`src/rtl/core/assert_macros.svh`:
```
// assertion macros for the encoder rtl, used by the symbol sequencer
`ifndef ASSERT_MACROS_SVH
`define ASSERT_MACROS_SVH
`ifndef ASSERT_OFF
`define ASSERT_CLK(lbl, prop, msg) \
    lbl: assert property (@(posedge i_clk) disable iff (!i_rst_n) (prop)) else $error(msg);
`define ASSERT_RST(lbl, prop, msg) \
    lbl: assert property (@(posedge i_clk) (prop)) else $error(msg);
`else
`define ASSERT_CLK(lbl, prop, msg)
`define ASSERT_RST(lbl, prop, msg)
`endif
`endif

```
`src/rtl/core/ookd_pkg.sv`:
```
// types and constants of the ook dimmer frame encoder
`timescale 1ns / 1ps
package ookd_pkg;

    localparam int ID_W       = 26;
    localparam int UNIT_W     = 4;
    localparam int DIM_W      = 4;
    localparam int CMD_W      = 2;
    localparam int BASE_W     = 12;
    localparam int FACTOR_W   = 6;
    localparam int PULSE_W    = 18;
    localparam int COUNT_W    = 3;
    localparam int ERR_W      = 3;
    localparam int CFG_IDX_W  = 3;
    localparam int CFG_DATA_W = 12;

    localparam int FRAME_BITS   = 36;
    localparam int SYMBOL_COUNT = 38;
    localparam int IDX_W        = 6;
    localparam int STATE_GROUP  = 27;
    localparam int START_FACTOR = 10;

    localparam logic [BASE_W-1:0]   BASE_PULSE_RST    = 12'd300;
    localparam logic [FACTOR_W-1:0] LONG_FACTOR_RST   = 6'd5;
    localparam logic [FACTOR_W-1:0] FOOTER_FACTOR_RST = 6'd34;
    localparam logic [DIM_W-1:0]    DIM_MIN_RST       = 4'd0;
    localparam logic [DIM_W-1:0]    DIM_MAX_RST       = 4'd15;

    localparam logic [COUNT_W-1:0] COUNT_NONE = 3'd0;
    localparam logic [COUNT_W-1:0] COUNT_PAIR = 3'd2;
    localparam logic [COUNT_W-1:0] COUNT_QUAD = 3'd4;

    localparam logic [CMD_W-1:0] CMD_NONE = 2'd0;
    localparam logic [CMD_W-1:0] CMD_OFF  = 2'd1;
    localparam logic [CMD_W-1:0] CMD_ON   = 2'd2;
    localparam logic [CMD_W-1:0] CMD_RSVD = 2'd3;

    typedef enum logic [ERR_W-1:0] {
        ERR_NONE    = 3'd0,
        ERR_MISSING = 3'd1,
        ERR_BAD_ID  = 3'd2,
        ERR_BAD_DIM = 3'd3,
        ERR_DIM_OFF = 3'd4
    } t_err_code;

    typedef enum logic [CFG_IDX_W-1:0] {
        CFG_BASE_PULSE    = 3'd0,
        CFG_LONG_FACTOR   = 3'd1,
        CFG_FOOTER_FACTOR = 3'd2,
        CFG_DIM_MIN       = 3'd3,
        CFG_DIM_MAX       = 3'd4
    } t_cfg_idx;

    typedef struct packed {
        logic [ID_W-1:0]   device_id;
        logic              id_given;
        logic [UNIT_W-1:0] unit_code;
        logic              unit_given;
        logic              all_units;
        logic [CMD_W-1:0]  switch_cmd;
        logic [DIM_W-1:0]  dim_level;
        logic              dim_given;
    } t_cmd;

    typedef struct packed {
        logic [PULSE_W-1:0] short_pulse;
        logic [PULSE_W-1:0] start_pulse;
        logic [PULSE_W-1:0] long_pulse;
        logic [PULSE_W-1:0] footer_pulse;
        logic [DIM_W-1:0]   dim_min;
        logic [DIM_W-1:0]   dim_max;
    } t_cfg;

    typedef struct packed {
        t_err_code             err;
        logic [FRAME_BITS-1:0] bits;
        logic                  dim_given;
    } t_frame;

endpackage

```
`src/rtl/core/ookd_cmd_if.sv`:
```
// command channel interface
`timescale 1ns / 1ps
interface ookd_cmd_if;
    import ookd_pkg::*;

    logic              valid;
    logic              ready;
    logic [ID_W-1:0]   device_id;
    logic              id_given;
    logic [UNIT_W-1:0] unit_code;
    logic              unit_given;
    logic              all_units;
    logic [CMD_W-1:0]  switch_cmd;
    logic [DIM_W-1:0]  dim_level;
    logic              dim_given;

    modport source (
        output valid, device_id, id_given, unit_code, unit_given, all_units,
               switch_cmd, dim_level, dim_given,
        input  ready
    );

    modport sink (
        input  valid, device_id, id_given, unit_code, unit_given, all_units,
               switch_cmd, dim_level, dim_given,
        output ready
    );
endinterface

```
`src/rtl/core/ookd_sym_if.sv`:
```
// symbol channel interface
`timescale 1ns / 1ps
interface ookd_sym_if;
    import ookd_pkg::*;

    logic               valid;
    logic               ready;
    logic [PULSE_W-1:0] pulse_a;
    logic [PULSE_W-1:0] pulse_b;
    logic [PULSE_W-1:0] pulse_c;
    logic [PULSE_W-1:0] pulse_d;
    logic [COUNT_W-1:0] pulse_count;
    logic [ERR_W-1:0]   error_code;
    logic               last;

    modport source (
        output valid, pulse_a, pulse_b, pulse_c, pulse_d, pulse_count, error_code, last,
        input  ready
    );

    modport sink (
        input  valid, pulse_a, pulse_b, pulse_c, pulse_d, pulse_count, error_code, last,
        output ready
    );
endinterface

```
`src/rtl/core/ookd_cfg_regs.sv`:
```
// configuration registers and derived pulse durations
`timescale 1ns / 1ps
module ookd_cfg_regs (
    input  logic                           i_clk,
    input  logic                           i_rst_n,
    input  logic                           i_cfg_we,
    input  logic [ookd_pkg::CFG_IDX_W-1:0] i_cfg_idx,
    input  logic [ookd_pkg::CFG_DATA_W-1:0] i_cfg_data,
    output ookd_pkg::t_cfg                 o_cfg
);
    import ookd_pkg::*;

    logic [BASE_W-1:0]   r_base_pulse;
    logic [FACTOR_W-1:0] r_long_factor;
    logic [FACTOR_W-1:0] r_footer_factor;
    logic [DIM_W-1:0]    r_dim_min;
    logic [DIM_W-1:0]    r_dim_max;
    t_cfg                r_cfg;
    t_cfg                n_cfg;

    always_ff @(posedge i_clk) begin
        if (!i_rst_n) begin
            r_base_pulse    <= BASE_PULSE_RST;
            r_long_factor   <= LONG_FACTOR_RST;
            r_footer_factor <= FOOTER_FACTOR_RST;
            r_dim_min       <= DIM_MIN_RST;
            r_dim_max       <= DIM_MAX_RST;
        end else if (i_cfg_we) begin
            case (i_cfg_idx)
                CFG_BASE_PULSE:    r_base_pulse    <= i_cfg_data[BASE_W-1:0];
                CFG_LONG_FACTOR:   r_long_factor   <= i_cfg_data[FACTOR_W-1:0];
                CFG_FOOTER_FACTOR: r_footer_factor <= i_cfg_data[FACTOR_W-1:0];
                CFG_DIM_MIN:       r_dim_min       <= i_cfg_data[DIM_W-1:0];
                CFG_DIM_MAX:       r_dim_max       <= i_cfg_data[DIM_W-1:0];
                default: begin
                end
            endcase
        end
    end

    always_comb begin
        n_cfg.short_pulse  = PULSE_W'(r_base_pulse);
        n_cfg.start_pulse  = PULSE_W'(r_base_pulse) * PULSE_W'(START_FACTOR);
        n_cfg.long_pulse   = PULSE_W'(r_long_factor) * PULSE_W'(r_base_pulse);
        n_cfg.footer_pulse = PULSE_W'(r_footer_factor) * PULSE_W'(r_base_pulse);
        n_cfg.dim_min      = r_dim_min;
        n_cfg.dim_max      = r_dim_max;
    end

    always_ff @(posedge i_clk) begin
        r_cfg <= n_cfg;
    end

    assign o_cfg = r_cfg;
endmodule

```
`src/rtl/core/ookd_check.sv`:
```
// command checks and frame bit assembly
`timescale 1ns / 1ps
module ookd_check (
    input  ookd_pkg::t_cmd              i_cmd,
    input  logic [ookd_pkg::DIM_W-1:0]  i_dim_min,
    input  logic [ookd_pkg::DIM_W-1:0]  i_dim_max,
    output ookd_pkg::t_frame            o_frame
);
    import ookd_pkg::*;

    logic is_off;
    logic is_on;

    assign is_off = (i_cmd.switch_cmd == CMD_OFF);
    assign is_on  = (i_cmd.switch_cmd == CMD_ON);

    always_comb begin
        if (!i_cmd.id_given || (!i_cmd.unit_given && !i_cmd.all_units) ||
            (!i_cmd.dim_given && !is_off && !is_on)) begin
            o_frame.err = ERR_MISSING;
        end else if (i_cmd.device_id == '0) begin
            o_frame.err = ERR_BAD_ID;
        end else if (i_cmd.dim_given &&
                     (i_cmd.dim_level < i_dim_min || i_cmd.dim_level > i_dim_max)) begin
            o_frame.err = ERR_BAD_DIM;
        end else if (i_cmd.dim_given && is_off) begin
            o_frame.err = ERR_DIM_OFF;
        end else begin
            o_frame.err = ERR_NONE;
        end
        o_frame.bits = {i_cmd.device_id,
                        i_cmd.all_units,
                        is_on && !i_cmd.dim_given,
                        i_cmd.unit_given ? i_cmd.unit_code : UNIT_W'(0),
                        i_cmd.dim_given ? i_cmd.dim_level : DIM_W'(0)};
        o_frame.dim_given = i_cmd.dim_given;
    end
endmodule

```
`src/rtl/core/ookd_symbol_gen.sv`:
```
// symbol sequencer with output register
`timescale 1ns / 1ps
`include "assert_macros.svh"
module ookd_symbol_gen (
    input  logic             i_clk,
    input  logic             i_rst_n,
    input  ookd_pkg::t_cfg   i_cfg,
    input  logic             i_frame_valid,
    output logic             o_frame_ready,
    input  ookd_pkg::t_frame i_frame,
    ookd_sym_if.source       o_sym
);
    import ookd_pkg::*;

    localparam logic [IDX_W-1:0] LAST_IDX = IDX_W'(SYMBOL_COUNT - 1);

    logic               r_busy;
    t_frame             r_frame;
    logic [IDX_W-1:0]   r_idx;
    logic               r_out_valid;
    logic [PULSE_W-1:0] r_pulse_a;
    logic [PULSE_W-1:0] r_pulse_b;
    logic [PULSE_W-1:0] r_pulse_c;
    logic [PULSE_W-1:0] r_pulse_d;
    logic [COUNT_W-1:0] r_count;
    logic [ERR_W-1:0]   r_err;
    logic               r_last;

    logic [PULSE_W-1:0] n_pulse_a;
    logic [PULSE_W-1:0] n_pulse_b;
    logic [PULSE_W-1:0] n_pulse_c;
    logic [PULSE_W-1:0] n_pulse_d;
    logic [COUNT_W-1:0] n_count;
    logic               n_last;
    logic [IDX_W-1:0]   group_idx;
    logic [IDX_W-1:0]   bit_pos;
    logic               adv;
    logic               sym_last;
    logic               frame_take;

    assign adv        = r_busy && (!r_out_valid || o_sym.ready);
    assign sym_last   = (r_frame.err != ERR_NONE) || (r_idx == LAST_IDX);
    assign o_frame_ready = !r_busy || (adv && sym_last);
    assign frame_take = i_frame_valid && o_frame_ready;
    assign group_idx  = r_idx - IDX_W'(1);
    assign bit_pos    = IDX_W'(FRAME_BITS - 1) - group_idx;

    always_comb begin
        n_pulse_a = '0;
        n_pulse_b = '0;
        n_pulse_c = '0;
        n_pulse_d = '0;
        n_count   = COUNT_NONE;
        n_last    = 1'b0;
        if (r_frame.err != ERR_NONE) begin
            n_last = 1'b1;
        end else if (r_idx == '0) begin
            n_pulse_a = i_cfg.short_pulse;
            n_pulse_b = i_cfg.start_pulse;
            n_count   = COUNT_PAIR;
        end else if (r_idx == LAST_IDX) begin
            n_pulse_a = i_cfg.short_pulse;
            n_pulse_b = i_cfg.footer_pulse;
            n_count   = COUNT_PAIR;
            n_last    = 1'b1;
        end else begin
            n_pulse_a = i_cfg.short_pulse;
            n_pulse_c = i_cfg.short_pulse;
            n_count   = COUNT_QUAD;
            if (group_idx == IDX_W'(STATE_GROUP) && r_frame.dim_given) begin
                n_pulse_b = i_cfg.short_pulse;
                n_pulse_d = i_cfg.short_pulse;
            end else if (r_frame.bits[bit_pos]) begin
                n_pulse_b = i_cfg.long_pulse;
                n_pulse_d = i_cfg.short_pulse;
            end else begin
                n_pulse_b = i_cfg.short_pulse;
                n_pulse_d = i_cfg.long_pulse;
            end
        end
    end

    always_ff @(posedge i_clk) begin
        if (!i_rst_n) begin
            r_busy      <= 1'b0;
            r_idx       <= '0;
            r_out_valid <= 1'b0;
        end else begin
            if (frame_take) begin
                r_busy <= 1'b1;
                r_idx  <= '0;
            end else if (adv) begin
                if (sym_last) begin
                    r_busy <= 1'b0;
                end else begin
                    r_idx <= r_idx + IDX_W'(1);
                end
            end
            if (adv) begin
                r_out_valid <= 1'b1;
            end else if (o_sym.ready) begin
                r_out_valid <= 1'b0;
            end
        end
    end

    always_ff @(posedge i_clk) begin
        if (frame_take) begin
            r_frame <= i_frame;
        end
        if (adv) begin
            r_pulse_a <= n_pulse_a;
            r_pulse_b <= n_pulse_b;
            r_pulse_c <= n_pulse_c;
            r_pulse_d <= n_pulse_d;
            r_count   <= n_count;
            r_err     <= r_frame.err;
            r_last    <= n_last;
        end
    end

    assign o_sym.valid       = r_out_valid;
    assign o_sym.pulse_a     = r_pulse_a;
    assign o_sym.pulse_b     = r_pulse_b;
    assign o_sym.pulse_c     = r_pulse_c;
    assign o_sym.pulse_d     = r_pulse_d;
    assign o_sym.pulse_count = r_count;
    assign o_sym.error_code  = r_err;
    assign o_sym.last        = r_last;

    `ASSERT_CLK(a_idx_range, r_idx <= LAST_IDX, "symbol index beyond frame end")
    `ASSERT_CLK(a_err_single, r_out_valid && (r_err != ERR_NONE) |-> r_last && (r_count == COUNT_NONE),
                "error result not single")
    `ASSERT_CLK(a_busy_holds, adv && !sym_last |=> r_busy, "frame dropped before its last symbol")
    `ASSERT_RST(a_reset_idle, !i_rst_n |=> !r_out_valid && !r_busy, "not idle after reset")
endmodule

```
`src/rtl/core/ook_dimmer_frame_encoder_core.sv`:
```
// top level of the ook dimmer frame encoder
//
// i_cmd carries one remote-switch command per transfer; o_sym carries the
// resulting symbols, one per transfer, with last set on the final one.
// A command that fails its checks gives a single transfer with the error
// code, zero pulses and last set. A valid command gives 38 transfers: the
// start pair, 36 four-pulse bit groups and the end pair with the footer.
// A command is held in an input register, checked and loaded into the
// sequencer once it is free; its symbols go out through the output
// register. The sequencer emits one symbol per cycle while the receiver
// accepts them, so a valid command occupies it for all 38 symbols and an
// invalid one for its single symbol; the next command is loaded in the
// cycle of the previous last symbol, so symbols follow without gaps. When
// the receiver stalls, the output register holds its symbol and the
// sequencer and then the input register stop. Configuration writes on
// i_cfg_we take effect once the derived pulse lengths are registered; the
// user must make them only while idle, which the block does not enforce.
// Reset restores the default register values and empties all stages.
`timescale 1ns / 1ps
module ook_dimmer_frame_encoder_core (
    input  logic                            i_clk,
    input  logic                            i_rst_n,
    input  logic                            i_cfg_we,
    input  logic [ookd_pkg::CFG_IDX_W-1:0]  i_cfg_idx,
    input  logic [ookd_pkg::CFG_DATA_W-1:0] i_cfg_data,
    ookd_cmd_if.sink                        i_cmd,
    ookd_sym_if.source                      o_sym
);
    import ookd_pkg::*;

    logic   r_in_valid;
    t_cmd   r_in;
    t_cfg   cfg;
    t_frame frame;
    logic   frame_ready;

    assign i_cmd.ready = !r_in_valid || frame_ready;

    always_ff @(posedge i_clk) begin
        if (!i_rst_n) begin
            r_in_valid <= 1'b0;
        end else if (i_cmd.valid && i_cmd.ready) begin
            r_in_valid <= 1'b1;
        end else if (frame_ready) begin
            r_in_valid <= 1'b0;
        end
    end

    always_ff @(posedge i_clk) begin
        if (i_cmd.valid && i_cmd.ready) begin
            r_in.device_id  <= i_cmd.device_id;
            r_in.id_given   <= i_cmd.id_given;
            r_in.unit_code  <= i_cmd.unit_code;
            r_in.unit_given <= i_cmd.unit_given;
            r_in.all_units  <= i_cmd.all_units;
            r_in.switch_cmd <= i_cmd.switch_cmd;
            r_in.dim_level  <= i_cmd.dim_level;
            r_in.dim_given  <= i_cmd.dim_given;
        end
    end

    ookd_cfg_regs u_cfg (
        .i_clk      (i_clk),
        .i_rst_n    (i_rst_n),
        .i_cfg_we   (i_cfg_we),
        .i_cfg_idx  (i_cfg_idx),
        .i_cfg_data (i_cfg_data),
        .o_cfg      (cfg)
    );

    ookd_check u_check (
        .i_cmd     (r_in),
        .i_dim_min (cfg.dim_min),
        .i_dim_max (cfg.dim_max),
        .o_frame   (frame)
    );

    ookd_symbol_gen u_gen (
        .i_clk         (i_clk),
        .i_rst_n       (i_rst_n),
        .i_cfg         (cfg),
        .i_frame_valid (r_in_valid),
        .o_frame_ready (frame_ready),
        .i_frame       (frame),
        .o_sym         (o_sym)
    );
endmodule
```
`src/flat_wrapper.sv`:
```
// flat-port wrapper written by rule: the top's interface ports become plain ports
module ook_dimmer_frame_encoder_core_flat import ookd_pkg::*;
  (i_clk, i_rst_n, i_cfg_we, i_cfg_idx, i_cfg_data, i_cmd_valid, i_cmd_device_id, i_cmd_id_given, i_cmd_unit_code, i_cmd_unit_given, i_cmd_all_units, i_cmd_switch_cmd, i_cmd_dim_level, i_cmd_dim_given, i_cmd_ready, o_sym_valid, o_sym_pulse_a, o_sym_pulse_b, o_sym_pulse_c, o_sym_pulse_d, o_sym_pulse_count, o_sym_error_code, o_sym_last, o_sym_ready);
  ookd_cmd_if i_cmd_i ();
  ookd_sym_if o_sym_i ();
  input  logic i_clk;
  input  logic i_rst_n;
  input  logic i_cfg_we;
  input  logic [ookd_pkg::CFG_IDX_W-1:0] i_cfg_idx;
  input  logic [ookd_pkg::CFG_DATA_W-1:0] i_cfg_data;
  input wire logic [$bits(i_cmd_i.valid)-1:0] i_cmd_valid;
  input wire logic [$bits(i_cmd_i.device_id)-1:0] i_cmd_device_id;
  input wire logic [$bits(i_cmd_i.id_given)-1:0] i_cmd_id_given;
  input wire logic [$bits(i_cmd_i.unit_code)-1:0] i_cmd_unit_code;
  input wire logic [$bits(i_cmd_i.unit_given)-1:0] i_cmd_unit_given;
  input wire logic [$bits(i_cmd_i.all_units)-1:0] i_cmd_all_units;
  input wire logic [$bits(i_cmd_i.switch_cmd)-1:0] i_cmd_switch_cmd;
  input wire logic [$bits(i_cmd_i.dim_level)-1:0] i_cmd_dim_level;
  input wire logic [$bits(i_cmd_i.dim_given)-1:0] i_cmd_dim_given;
  output wire logic [$bits(i_cmd_i.ready)-1:0] i_cmd_ready;
  output wire logic [$bits(o_sym_i.valid)-1:0] o_sym_valid;
  output wire logic [$bits(o_sym_i.pulse_a)-1:0] o_sym_pulse_a;
  output wire logic [$bits(o_sym_i.pulse_b)-1:0] o_sym_pulse_b;
  output wire logic [$bits(o_sym_i.pulse_c)-1:0] o_sym_pulse_c;
  output wire logic [$bits(o_sym_i.pulse_d)-1:0] o_sym_pulse_d;
  output wire logic [$bits(o_sym_i.pulse_count)-1:0] o_sym_pulse_count;
  output wire logic [$bits(o_sym_i.error_code)-1:0] o_sym_error_code;
  output wire logic [$bits(o_sym_i.last)-1:0] o_sym_last;
  input wire logic [$bits(o_sym_i.ready)-1:0] o_sym_ready;
  assign i_cmd_i.valid = i_cmd_valid;
  assign i_cmd_i.device_id = i_cmd_device_id;
  assign i_cmd_i.id_given = i_cmd_id_given;
  assign i_cmd_i.unit_code = i_cmd_unit_code;
  assign i_cmd_i.unit_given = i_cmd_unit_given;
  assign i_cmd_i.all_units = i_cmd_all_units;
  assign i_cmd_i.switch_cmd = i_cmd_switch_cmd;
  assign i_cmd_i.dim_level = i_cmd_dim_level;
  assign i_cmd_i.dim_given = i_cmd_dim_given;
  assign i_cmd_ready = i_cmd_i.ready;
  assign o_sym_valid = o_sym_i.valid;
  assign o_sym_pulse_a = o_sym_i.pulse_a;
  assign o_sym_pulse_b = o_sym_i.pulse_b;
  assign o_sym_pulse_c = o_sym_i.pulse_c;
  assign o_sym_pulse_d = o_sym_i.pulse_d;
  assign o_sym_pulse_count = o_sym_i.pulse_count;
  assign o_sym_error_code = o_sym_i.error_code;
  assign o_sym_last = o_sym_i.last;
  assign o_sym_i.ready = o_sym_ready;
  ook_dimmer_frame_encoder_core u_core (.i_clk(i_clk), .i_rst_n(i_rst_n), .i_cfg_we(i_cfg_we), .i_cfg_idx(i_cfg_idx), .i_cfg_data(i_cfg_data), .i_cmd(i_cmd_i), .o_sym(o_sym_i));
endmodule
```
`config.mk`:
```
export PLATFORM = sky130hd
export DESIGN_NAME = ook_dimmer_frame_encoder_core_flat
export DESIGN_NICKNAME = d
export VERILOG_FILES = /design/src/rtl/core/ookd_pkg.sv /design/src/rtl/core/ookd_cmd_if.sv /design/src/rtl/core/ookd_sym_if.sv /design/src/rtl/core/ookd_cfg_regs.sv /design/src/rtl/core/ookd_check.sv /design/src/rtl/core/ookd_symbol_gen.sv /design/src/rtl/core/ook_dimmer_frame_encoder_core.sv /design/src/flat_wrapper.sv
export VERILOG_INCLUDE_DIRS = /design/src /design/src/rtl/core
export SDC_FILE = /design/constraint.sdc
export NUM_CORES = 1
export LEC_CHECK = 0
export BUFFER_PORTS_ARGS = -buffer_cell sky130_fd_sc_hd__buf_2
export CORE_AREA = 4 4 131 196
export CTS_BUF_LIST = sky130_fd_sc_hd__clkbuf_4 sky130_fd_sc_hd__clkbuf_8 sky130_fd_sc_hd__clkbuf_16
export CTS_CLUSTER_DIAMETER = 50
export DETAILED_ROUTE_END_ITERATION = 7
export DIE_AREA = 0 0 135 200
export GPL_ROUTABILITY_DRIVEN = 0
export PLACE_DENSITY = 0.88
export SLEW_MARGIN = 30
export SYNTH_ARGS = -nofsm -noshare
export SYNTH_HDL_FRONTEND = slang
export SYNTH_SLANG_ARGS = --single-unit
```
`constraint.sdc`:
```
create_clock -name i_clk -period 8 [get_ports i_clk]
set_input_delay 2.4 -clock i_clk [delete_from_list [all_inputs] [get_ports i_clk]]
set_output_delay 2.4 -clock i_clk [all_outputs]
set_load 0.01 [all_outputs]
```
* Word level (Yosys, flattened, before mapping) *
Index checks and enable logic that the tools add are counted.

word-level totals
  bits in registers = 259
  bits of input ports = 60
  output and inout port bits = 81
  word-level logic and storage cells = 127

operators by class
  add/sub/neg operators = 3
  $mul = 3
  magnitude comparators = 3
  eq/ne operators = 8
  mux-type cells = 22
  bitwise logic cells = 2
  reduce and logical (&&, ||, !) cells = 47

operators by type and width
  kind                     number
  $mux W18                 3
  $mul A6 B12 Y18          2
  $logic_not A26 Y1        1
  $mux W12                 2
  $mux W16                 1
  $mul A12 B3 Y15 const B  1
  $reduce_and A2 Y1        7
  $logic_and A1 B1 Y1      11
  $mux W1                  10
  $logic_not A1 Y1         9
  $reduce_bool A2 Y1       4
  $logic_or A1 B1 Y1       7
  $lt A6 B7 Y1 const B     1
  $add A6 B1 Y6 const B    1
  $bmux W1 S6              1
  $eq A3 B2 Y1 const B     2
  $eq A6 B5 Y1 const B     1
  $eq A6 B6 Y1 const B     1
  $logic_not A6 Y1         1
  $mux W2                  3
  $mux W3                  2
  $reduce_or A3 Y1         2
  $sub A6 B1 Y6 const B    1
  $sub A6 B6 Y6 const A    1
  11 further kinds         13

* Logic depth before layout (Yosys ltp) *
Gate-level depths: netlist of the first run.

  word-level depth = 8
  gate-level depth with buffers = 17

* Hierarchy *
A second synthesis of the first run with hierarchy kept.

second synthesis, totals
  cells, all modules = 1392
  area total of the unflattened synthesis = 15468.6 um^2

by module, submodules not included
  module                         instances  cells each  area each (um^2)  seq. area each (um^2)
  ookd_cfg_regs                  1          843         7805.0            2021.9
  ookd_symbol_gen                1          421         5829.3            3703.6
  ook_dimmer_frame_encoder_core  1          45          1258.7            1221.2
  ookd_check                     1          83          575.6             0.0

* Worst setup path before layout of the first run *
No wires, ideal clock.

  kind = input-to-reg
  start = input o_sym_ready
  end = register u_core.u_gen.r_idx[5]
  arrival time = 6490 ps
  required time = 7879 ps
  slack = 1389 ps
  stages on the path = 8
  path buffers = 1
  cell sequence = nor2b_1 -> nor2b_1 -> and2_1 -> clkbuf_1 -> and4_1 -> nand3_1 -> xor2_1 -> nor2_1

between the ends
  word-level cells in the longest chain between the ends = 6
  elaborated cells on any way between the ends = 7

RTL lines
  what                        RTL line               RTL
  from (decl)                 flat_wrapper.sv:29     input wire logic [$bits(o_sym_i.ready)-1:0] o_sym_ready;
  $logic_or A1 B1 Y1 (*)      ookd_symbol_gen.sv:41  assign adv = r_busy && (!r_out_valid || o_sym.ready);
  $logic_and A1 B1 Y1 (*)     ookd_symbol_gen.sv:41
  via u_core.u_gen.adv        ookd_symbol_gen.sv:37  logic adv;
  $logic_and A1 B1 Y1         ookd_symbol_gen.sv:43  assign o_frame_ready = !r_busy || (adv && sym_last);
  $logic_or A1 B1 Y1          ookd_symbol_gen.sv:43
  $logic_and A1 B1 Y1         ookd_symbol_gen.sv:44  assign frame_take = i_frame_valid && o_frame_ready;
  $reduce_or A2 Y1 (no line)  n/a
  to (signal assigned)        ookd_symbol_gen.sv:96  r_idx <= r_idx + IDX_W'(1);
  to (decl)                   ookd_symbol_gen.sv:19  logic [IDX_W-1:0] r_idx;

The timed path passes the listed nets; every way through them passes the cells marked *.
A chain may end at the register's enable or synchronous reset.

* Worst setup path in the final report of the first run *
  start = input o_sym_ready
  end = output i_cmd_ready

between the ends
  word-level cells in the longest chain between the ends = 5

RTL lines
  what                 RTL line                             RTL
  $logic_or A1 B1 Y1   ookd_symbol_gen.sv:41
  $logic_and A1 B1 Y1  ookd_symbol_gen.sv:41
  $logic_and A1 B1 Y1  ookd_symbol_gen.sv:43
  $logic_or A1 B1 Y1   ookd_symbol_gen.sv:43
  $logic_or A1 B1 Y1   ook_dimmer_frame_encoder_core.sv:37  assign i_cmd.ready = !r_in_valid || frame_ready;
  to (decl)            flat_wrapper.sv:20                   output wire logic [$bits(i_cmd_i.ready)-1:0] i_cmd_ready;

No other way between the ends.

==> results_dict.tcl, run 1 <==
set metrics [dict create \
    dieArea_um2 27000 \
    p_sw_mw 0.673 \
    clockBufferDepth 3 \
    ys.flop_type "edfxtp_1" \
    peakVddDrop_v 0.000133 \
    hold_buffers 0 \
    synth_area_per_cell_um2 11.5 \
    ctsHtreeMaxLevel 1 \
    fin_crit_ns 5.78 \
    vias 9286 \
    fmax_mhz 173 \
    start_kind "input pin" \
    p_seq_frac 0.519 \
    dp_hpwl_mm 22.1 \
    grtUsageTotal 0.230 \
    synth_cell_types 57 \
    antenna_left 0 \
    cts_tree "yes" \
    fin_nets 1557 \
    viasPerCell 5.56 \
    p_clk_frac 0.393 \
    grt_pass1_vias 9824 \
    max_slew_margin 0.398 \
    max_cap_violations 0 \
    worstHoldPathType "flip-flop to flip-flop" \
    fin_ws_ns 2.22 \
    syn-cell-area_um2 14100 \
    switching_share 0.232 \
    drive_gt1_frac 0.145 \
    p_leak_nw 7.14 \
    post_cts_buffers 0 \
    cts-resized-gates 0 \
    cts-root-buf "clkbuf_16" \
    grt_max_degree 68 \
    pre_cts_slack_ns 2.30 \
    drv_slew 0 \
    cts_buffers 23 \
    rows 70 \
    grt_pass1_wl_mm 49.4 \
    grt-ovfl-total 0 \
    layout_commonest_cell "and2_1" \
    syn_inst 1225 \
    antenna_found_initial 0 \
    tns_ns 0 \
    whs_path_depth 0 \
    endpoint_kind "primary output" \
    worstPathRequired_ns 5.60 \
    clock-sinks 256 \
    diodes 0 \
    die_w_um 135 \
    grt_setup_unrepaired "false" \
    route.final.wire_length_mm 30.3 \
    async_reset_ff_frac 0 \
    layout_common_cells "and2_1, edfxtp_1, inv_1, buf_2, dfxtp_1" \
    powerDensity_nw_per_um2 184 \
    io-pin-count 141 \
    utilization 0.655 \
    coreArea_um2 24100 \
    die_h_um 200 \
    outcome "completed" \
    r2r_cells 14 \
    intPower_mw 2.23 \
    portBuffers 127 \
    clkLatencyLatePin_ns 0.53 \
    ys_seq_elements 256 \
    drt_pass1_iterations 5 \
    path_class "input pin to primary output" \
    cp_max_fo 4 \
    clk_pin_slew_ns 0.07 \
    syn2layout_area_growth_pct 11.6 \
    fin_skew_ns 0.0264 \
    worst_pin_slew_ns 0.902 \
    cp.arrival_ns 3.38 \
    setup_viol_count_final 0 \
    hold_violations 0 \
    wl_per_cell_um 18.2 \
    p_comb_frac 0.088 \
    timing.final.crit_share 0.723 \
    start_util 0.587 \
    synth_edf_count 146 \
    drc 0 \
    ys_seq_area_frac 0.466 \
    initialDrtViolationCount 643 \
    synth_warnings 0 \
]
## critical path: stages
cell	delay [ns]
buf_2	0.10
nor2b_1	0.33
o21a_1	0.29
nand2_1	0.10
buf_2	0.15
## synth_stat cells (2+ instances only)
| cell type | instances | area, µm² |
|---|---|---|
| a21boi_0 | 9 | 67.6 |
| nand4b_1 | 2 | 17.5 |
| xor2_1 | 15 | 131 |
| ha_1 | 85 | 1060 |
| nor3b_1 | 2 | 15.0 |
| edfxtp_1 | 146 | 4380 |
| nor3_1 | 9 | 45.0 |
| o21a_1 | 9 | 67.6 |
| nand2_1 | 72 | 270 |
| a21oi_1 | 39 | 195 |
| nor2_1 | 46 | 173 |
| mux4_2 | 7 | 158 |
| fa_1 | 83 | 1660 |
| nor4_1 | 7 | 43.8 |
| and3b_1 | 2 | 17.5 |
| mux4_1 | 3 | 78.8 |
| a41oi_1 | 2 | 17.5 |
| o22ai_1 | 12 | 75.1 |
| o31a_1 | 3 | 26.3 |
| or3b_1 | 2 | 17.5 |
| or3_1 | 2 | 12.5 |
| and2_1 | 149 | 932 |
| inv_1 | 138 | 518 |
| nand2b_1 | 6 | 37.5 |
| clkbuf_1 | 47 | 176 |
| xnor2_1 | 31 | 272 |
| o21ai_0 | 14 | 70.1 |
| nand3_1 | 11 | 55.1 |
| nand3b_1 | 2 | 15.0 |
| dfxtp_1 | 110 | 2200 |
| buf_4 | 14 | 105 |
| nor2b_1 | 20 | 125 |
| mux2i_1 | 46 | 460 |
| o31ai_1 | 2 | 15.0 |
| nor3b_2 | 2 | 25.0 |
| and3_1 | 20 | 125 |
| nand4_1 | 3 | 18.8 |
| buf_6 | 5 | 56.3 |
| o21bai_1 | 8 | 60.1 |
| a21o_1 | 12 | 90.1 |
| a22oi_1 | 12 | 90.1 |
## final cells by class
cell class,count,area [µm²]
Clock buffer,29,681
Clock inverter,13,124
Fill cell,1696,8300
Inverter,138,518
Multi-Input combinational cell,776,6760
Sequential cell,256,6590
Tap cell,324,405
Timing Repair Buffer,134,708
## metrics by stage
| stage | hold slack [ns] | power (mW) | area (µm²) | instances |
|---|---|---|---|---|
| after floorplan | 0.330 | 1.69 | 14200 | 1237 |
| after global placement | 0.338 | 1.77 | 15000 | 1627 |
| after detailed placement | 0.336 | 1.78 | 15000 | 1628 |
| after CTS | 0.354 | 2.91 | 15800 | 1670 |
| after global routing | 0.360 | 3.00 | 15800 | 1670 |
| final | 0.354 | 2.90 | 15800 | 1670 |
## per-layer routing
layer  part of all wire  GRT usage  wire [µm]  vias to the layer above
met4              0.053      0.114       1600                        0
met1               0.35      0.257      10600                     4583
li1                   -          -          -                     4276
met2               0.54      0.428      16400                      325
met3              0.056     0.0303       1690                      102
met5                  0          0          0                        -
## logic make-up (layout without fill, tap and decap cells)
group / after synthesis / count (layout) / synth area share
AND/OR/NAND/NOR: 361 / 361 / 0.140
AO/OA/AOI/OAI: 130 / 130 / 0.0604
buffers and inverters: 205 / 314 / 0.0609
XOR/XNOR: 47 / 47 / 0.0296
flip-flops: 256 / 256 / 0.466
adder cells (fa/ha/maj): 168 / 168 / 0.193
multiplexers: 57 / 57 / 0.0501
other: 1 / 13 / 0.000265
## state kept, by name, indices dropped and copies added, names as in the netlist
name	count
u_core.u_gen.o_sym.pulse_count	2
u_core.u_gen.o_sym.pulse_c	12
u_core.r_in	40
u_core.u_gen.r_frame	40
u_core.u_gen.o_sym.pulse_b	18
u_core.u_cfg.r_dim_max	4
u_core.u_cfg.r_dim_min	4
u_core.u_gen.o_sym.error_code	3
u_core.u_cfg.r_base_pulse	12
u_core.u_cfg.r_long_factor	6
u_core.u_cfg.o_cfg	69
u_core.r_in_valid	1
u_core.u_gen.r_busy	1
u_core.u_cfg.r_footer_factor	6
u_core.u_gen.r_idx	6
u_core.u_gen.o_sym.valid	1
u_core.u_gen.o_sym.pulse_d	18
u_core.u_gen.o_sym.last	1
u_core.u_gen.o_sym.pulse_a	12
## power groups by stage
stage	logic [mW]	registers, mW	clock network (mW)
final	0.255	1.50	1.14
after global routing	0.286	1.51	1.20
after CTS	0.256	1.50	1.15
after detailed placement	0.252	1.53	0
after global placement	0.238	1.53	0
after floorplan	0.180	1.51	0
## final timing paths
kind | start | end | slack, ns
min | u_core.u_cfg.r_dim_max[1]$_SDFFE_PN1P_ | u_core.u_cfg.o_cfg[1]$_DFF_P_ | 0.35
max reg2reg | u_core.u_cfg.r_base_pulse[5]$_SDFFE_PN1P_ | u_core.u_cfg.o_cfg[25]$_DFF_P_ | 3.41
max | o_sym_ready | i_cmd_ready | 2.22
min reg2reg | u_core.u_cfg.r_dim_max[1]$_SDFFE_PN1P_ | u_core.u_cfg.o_cfg[1]$_DFF_P_ | 0.35
Power figures use the tool's default switching activity.
==> inputs of run 2 (changes only) <==
Settings changed: ABC_AREA from default to 1, CORE_AREA 4 4 131 196 to 4 4 133 198, DIE_AREA 0 0 135 200 to 0 0 137 202.
Clock period 8 ns to 6 ns, I/O delays scaled along.
==> run 2 against run 1 <==
Combinational power grew 90%. Register-to-register slack lost 1.9 ns. First-iteration DRC count grew 24%. Clock skew shrank 0.0098 ns. Design area grew 2.8%. Global-route usage grew 1.8 points. Wire length grew 12%. Flip-flop and latch count is the same. Total power grew 42%. Critical endpoint unchanged. Highest routed layer unchanged.
==> results_dict.tcl, run 2 <==
set metrics [dict create \
    outcome "completed" \
    fin_ws_ns 0.748 \
    wl_per_cell_um 16.6 \
    cts-root-buf "clkbuf_16" \
    critPathSlowestCell "clkinv_1" \
    viasPerCell 5.39 \
    layout_commonest_cell "inv_1" \
    critPathBufInv 3 \
    start_kind "flip-flop" \
    clkLatencyLatePin_ns 0.53 \
    synth_cell_types 46 \
    dieArea_um2 27700 \
    synth_area_per_cell_um2 9.14 \
    worst_hold_startpoint "u_core.u_cfg.r_dim_min[0]$_SDFFE_PN0P_" \
    netlist.area_leader.share 0.302 \
    p_leak_nw 8.57 \
    hold_violations 0 \
    drc 0 \
    coreArea_um2 24500 \
    r2r_cells 15 \
    largest_reg_flops 69 \
    cts_buffers 24 \
    clockBufferDepth 3 \
    path_class "flip-flop to primary output" \
    cpPeakStageDelay_ns 0.84 \
    ys_seq_elements 256 \
    peakVddDrop_v 0.000206 \
    max_cap_violations 0 \
    grtUsageTotal 0.247 \
    instances_no_fill 2041 \
    async_reset_ff_frac 0 \
    fmax_mhz 190 \
    drt_pass1_iterations 5 \
    synth_area_leaders "edfxtp_1, dfxtp_1, fa_1" \
    powerDensity_nw_per_um2 254 \
    final_cell_area_um2 16200 \
    ctsHtreeMaxLevel 1 \
    grt_pass1_vias 11472 \
    max_slew_margin 0.419 \
    placed_cell_area_um2 15300 \
    endpoint_kind "primary output" \
    utilization 0.662 \
    timing.final.crit_share 0.875 \
    cts_tree "yes" \
    initialDrtViolationCount 798 \
    dp_hpwl_mm 24.2 \
    route.final.wire_length_mm 33.9 \
    grt_pass1_wl_mm 55.1 \
    worstPathRequired_ns 4.20 \
    antenna_left 0 \
    crit_start "u_core.u_gen.r_frame[38]$_SDFFCE_PP0P_" \
    r2r-start "u_core.u_cfg.r_base_pulse[5]$_SDFFE_PN1P_" \
    drv_slew 0 \
    clock-sinks 256 \
    total_power_mw 4.13 \
    setup_viol_count_final 0 \
    rows 70 \
    ys.flop_type "edfxtp_1" \
    grt_max_degree 41 \
    cp_num_cells 7 \
    worst_pin_slew_ns 0.866 \
    whs_path_depth 0 \
    rrSetupSlack_ns 1.50 \
    syn2layout_area_growth_pct 11.6 \
    cp_max_fo 29 \
    syn-cell-area_um2 14500 \
    portBuffers 127 \
    drive_gt1_frac 0.121 \
    clk_pin_slew_ns 0.07 \
    hold_ws_ns 0.349 \
    fin_nets 1927 \
    cp.arrival_ns 3.45 \
    syn_inst 1590 \
    synth_warnings 0 \
    layout_common_cells "inv_1, nand2_1, edfxtp_1, buf_2, dfxtp_1" \
    synth_top_area_cell "edfxtp_1" \
    dp_cells 1996 \
    synth_edf_count 146 \
    post_cts_buffers 0 \
    yosysMostFrequentCell "inv_1" \
    grt-ovfl-total 0 \
    vias 10995 \
    io-pin-count 141 \
    start_util 0.593 \
    diodes 0 \
    cts-resized-gates 0 \
    path_cells "nor3_1 -> clkinv_1 -> nor2_1 -> inv_2 -> a21oi_1 -> nand2_1 -> buf_2" \
    hold_buffers 0 \
    ys_seq_area_frac 0.453 \
    worstHoldPathType "flip-flop to flip-flop" \
    die_w_um 137 \
    fin_skew_ns 0.0166 \
    pre_cts_slack_ns 1.46 \
    die_h_um 202 \
    antenna_found_initial 0 \
    grt_setup_unrepaired "false" \
    synth_top_cells_by_count "inv_1, nand2_1, edfxtp_1" \
    fin_crit_ns 5.25 \
    critPathTopFamily "buffers and inverters" \
    tns_ns 0 \
]
## run 2: power by group
group / internal [mW] / leakage [nW] / switching [mW]
Sequential: 1.97 / 2.28 / 0.0775
Clock: 0.915 / 0.420 / 0.678
Combinational: 0.184 / 5.86 / 0.300
## run 2: cells by family (layout without fill, tap and decap cells)
logic type | after synthesis | in the layout | synth area share
xor gates and xnor gates | 38 | 38 | 0.0239
adders and majority gates | 168 | 168 | 0.187
buffers and inverters | 437 | 552 | 0.119
AOI/OAI and AO/OA | 168 | 168 | 0.0653
and+or+nand+nor | 522 | 522 | 0.151
other | 1 | 13 | 0.000258
DFF | 256 | 256 | 0.453
## run 2: area by class of cell
| class | count | area, µm² |
|---|---|---|
| clock buffers | 34 | 736 |
| clock inverters | 10 | 110 |
| fillers | 1722 | 8300 |
| inverters | 375 | 1410 |
| multi-input cells | 909 | 6280 |
| flip-flops and latches | 256 | 6590 |
| well taps | 324 | 405 |
| repair buffers | 133 | 701 |
## run 2: final timing paths
kind	endpoint
setup / recovery	i_cmd_ready
hold / removal	u_core.u_cfg.o_cfg[4]$_DFF_P_
setup reg to reg	u_core.u_cfg.o_cfg[23]$_DFF_P_
hold reg to reg	u_core.u_cfg.o_cfg[4]$_DFF_P_
## run 2: layer usage
metal  track usage  vias to the layer above  part of all wire
met5             0                        -                 0
met4         0.138                        0             0.066
met3        0.0261                      156             0.063
met2         0.454                      503              0.53
met1         0.272                     5217              0.34
li1              -                     5119                 -
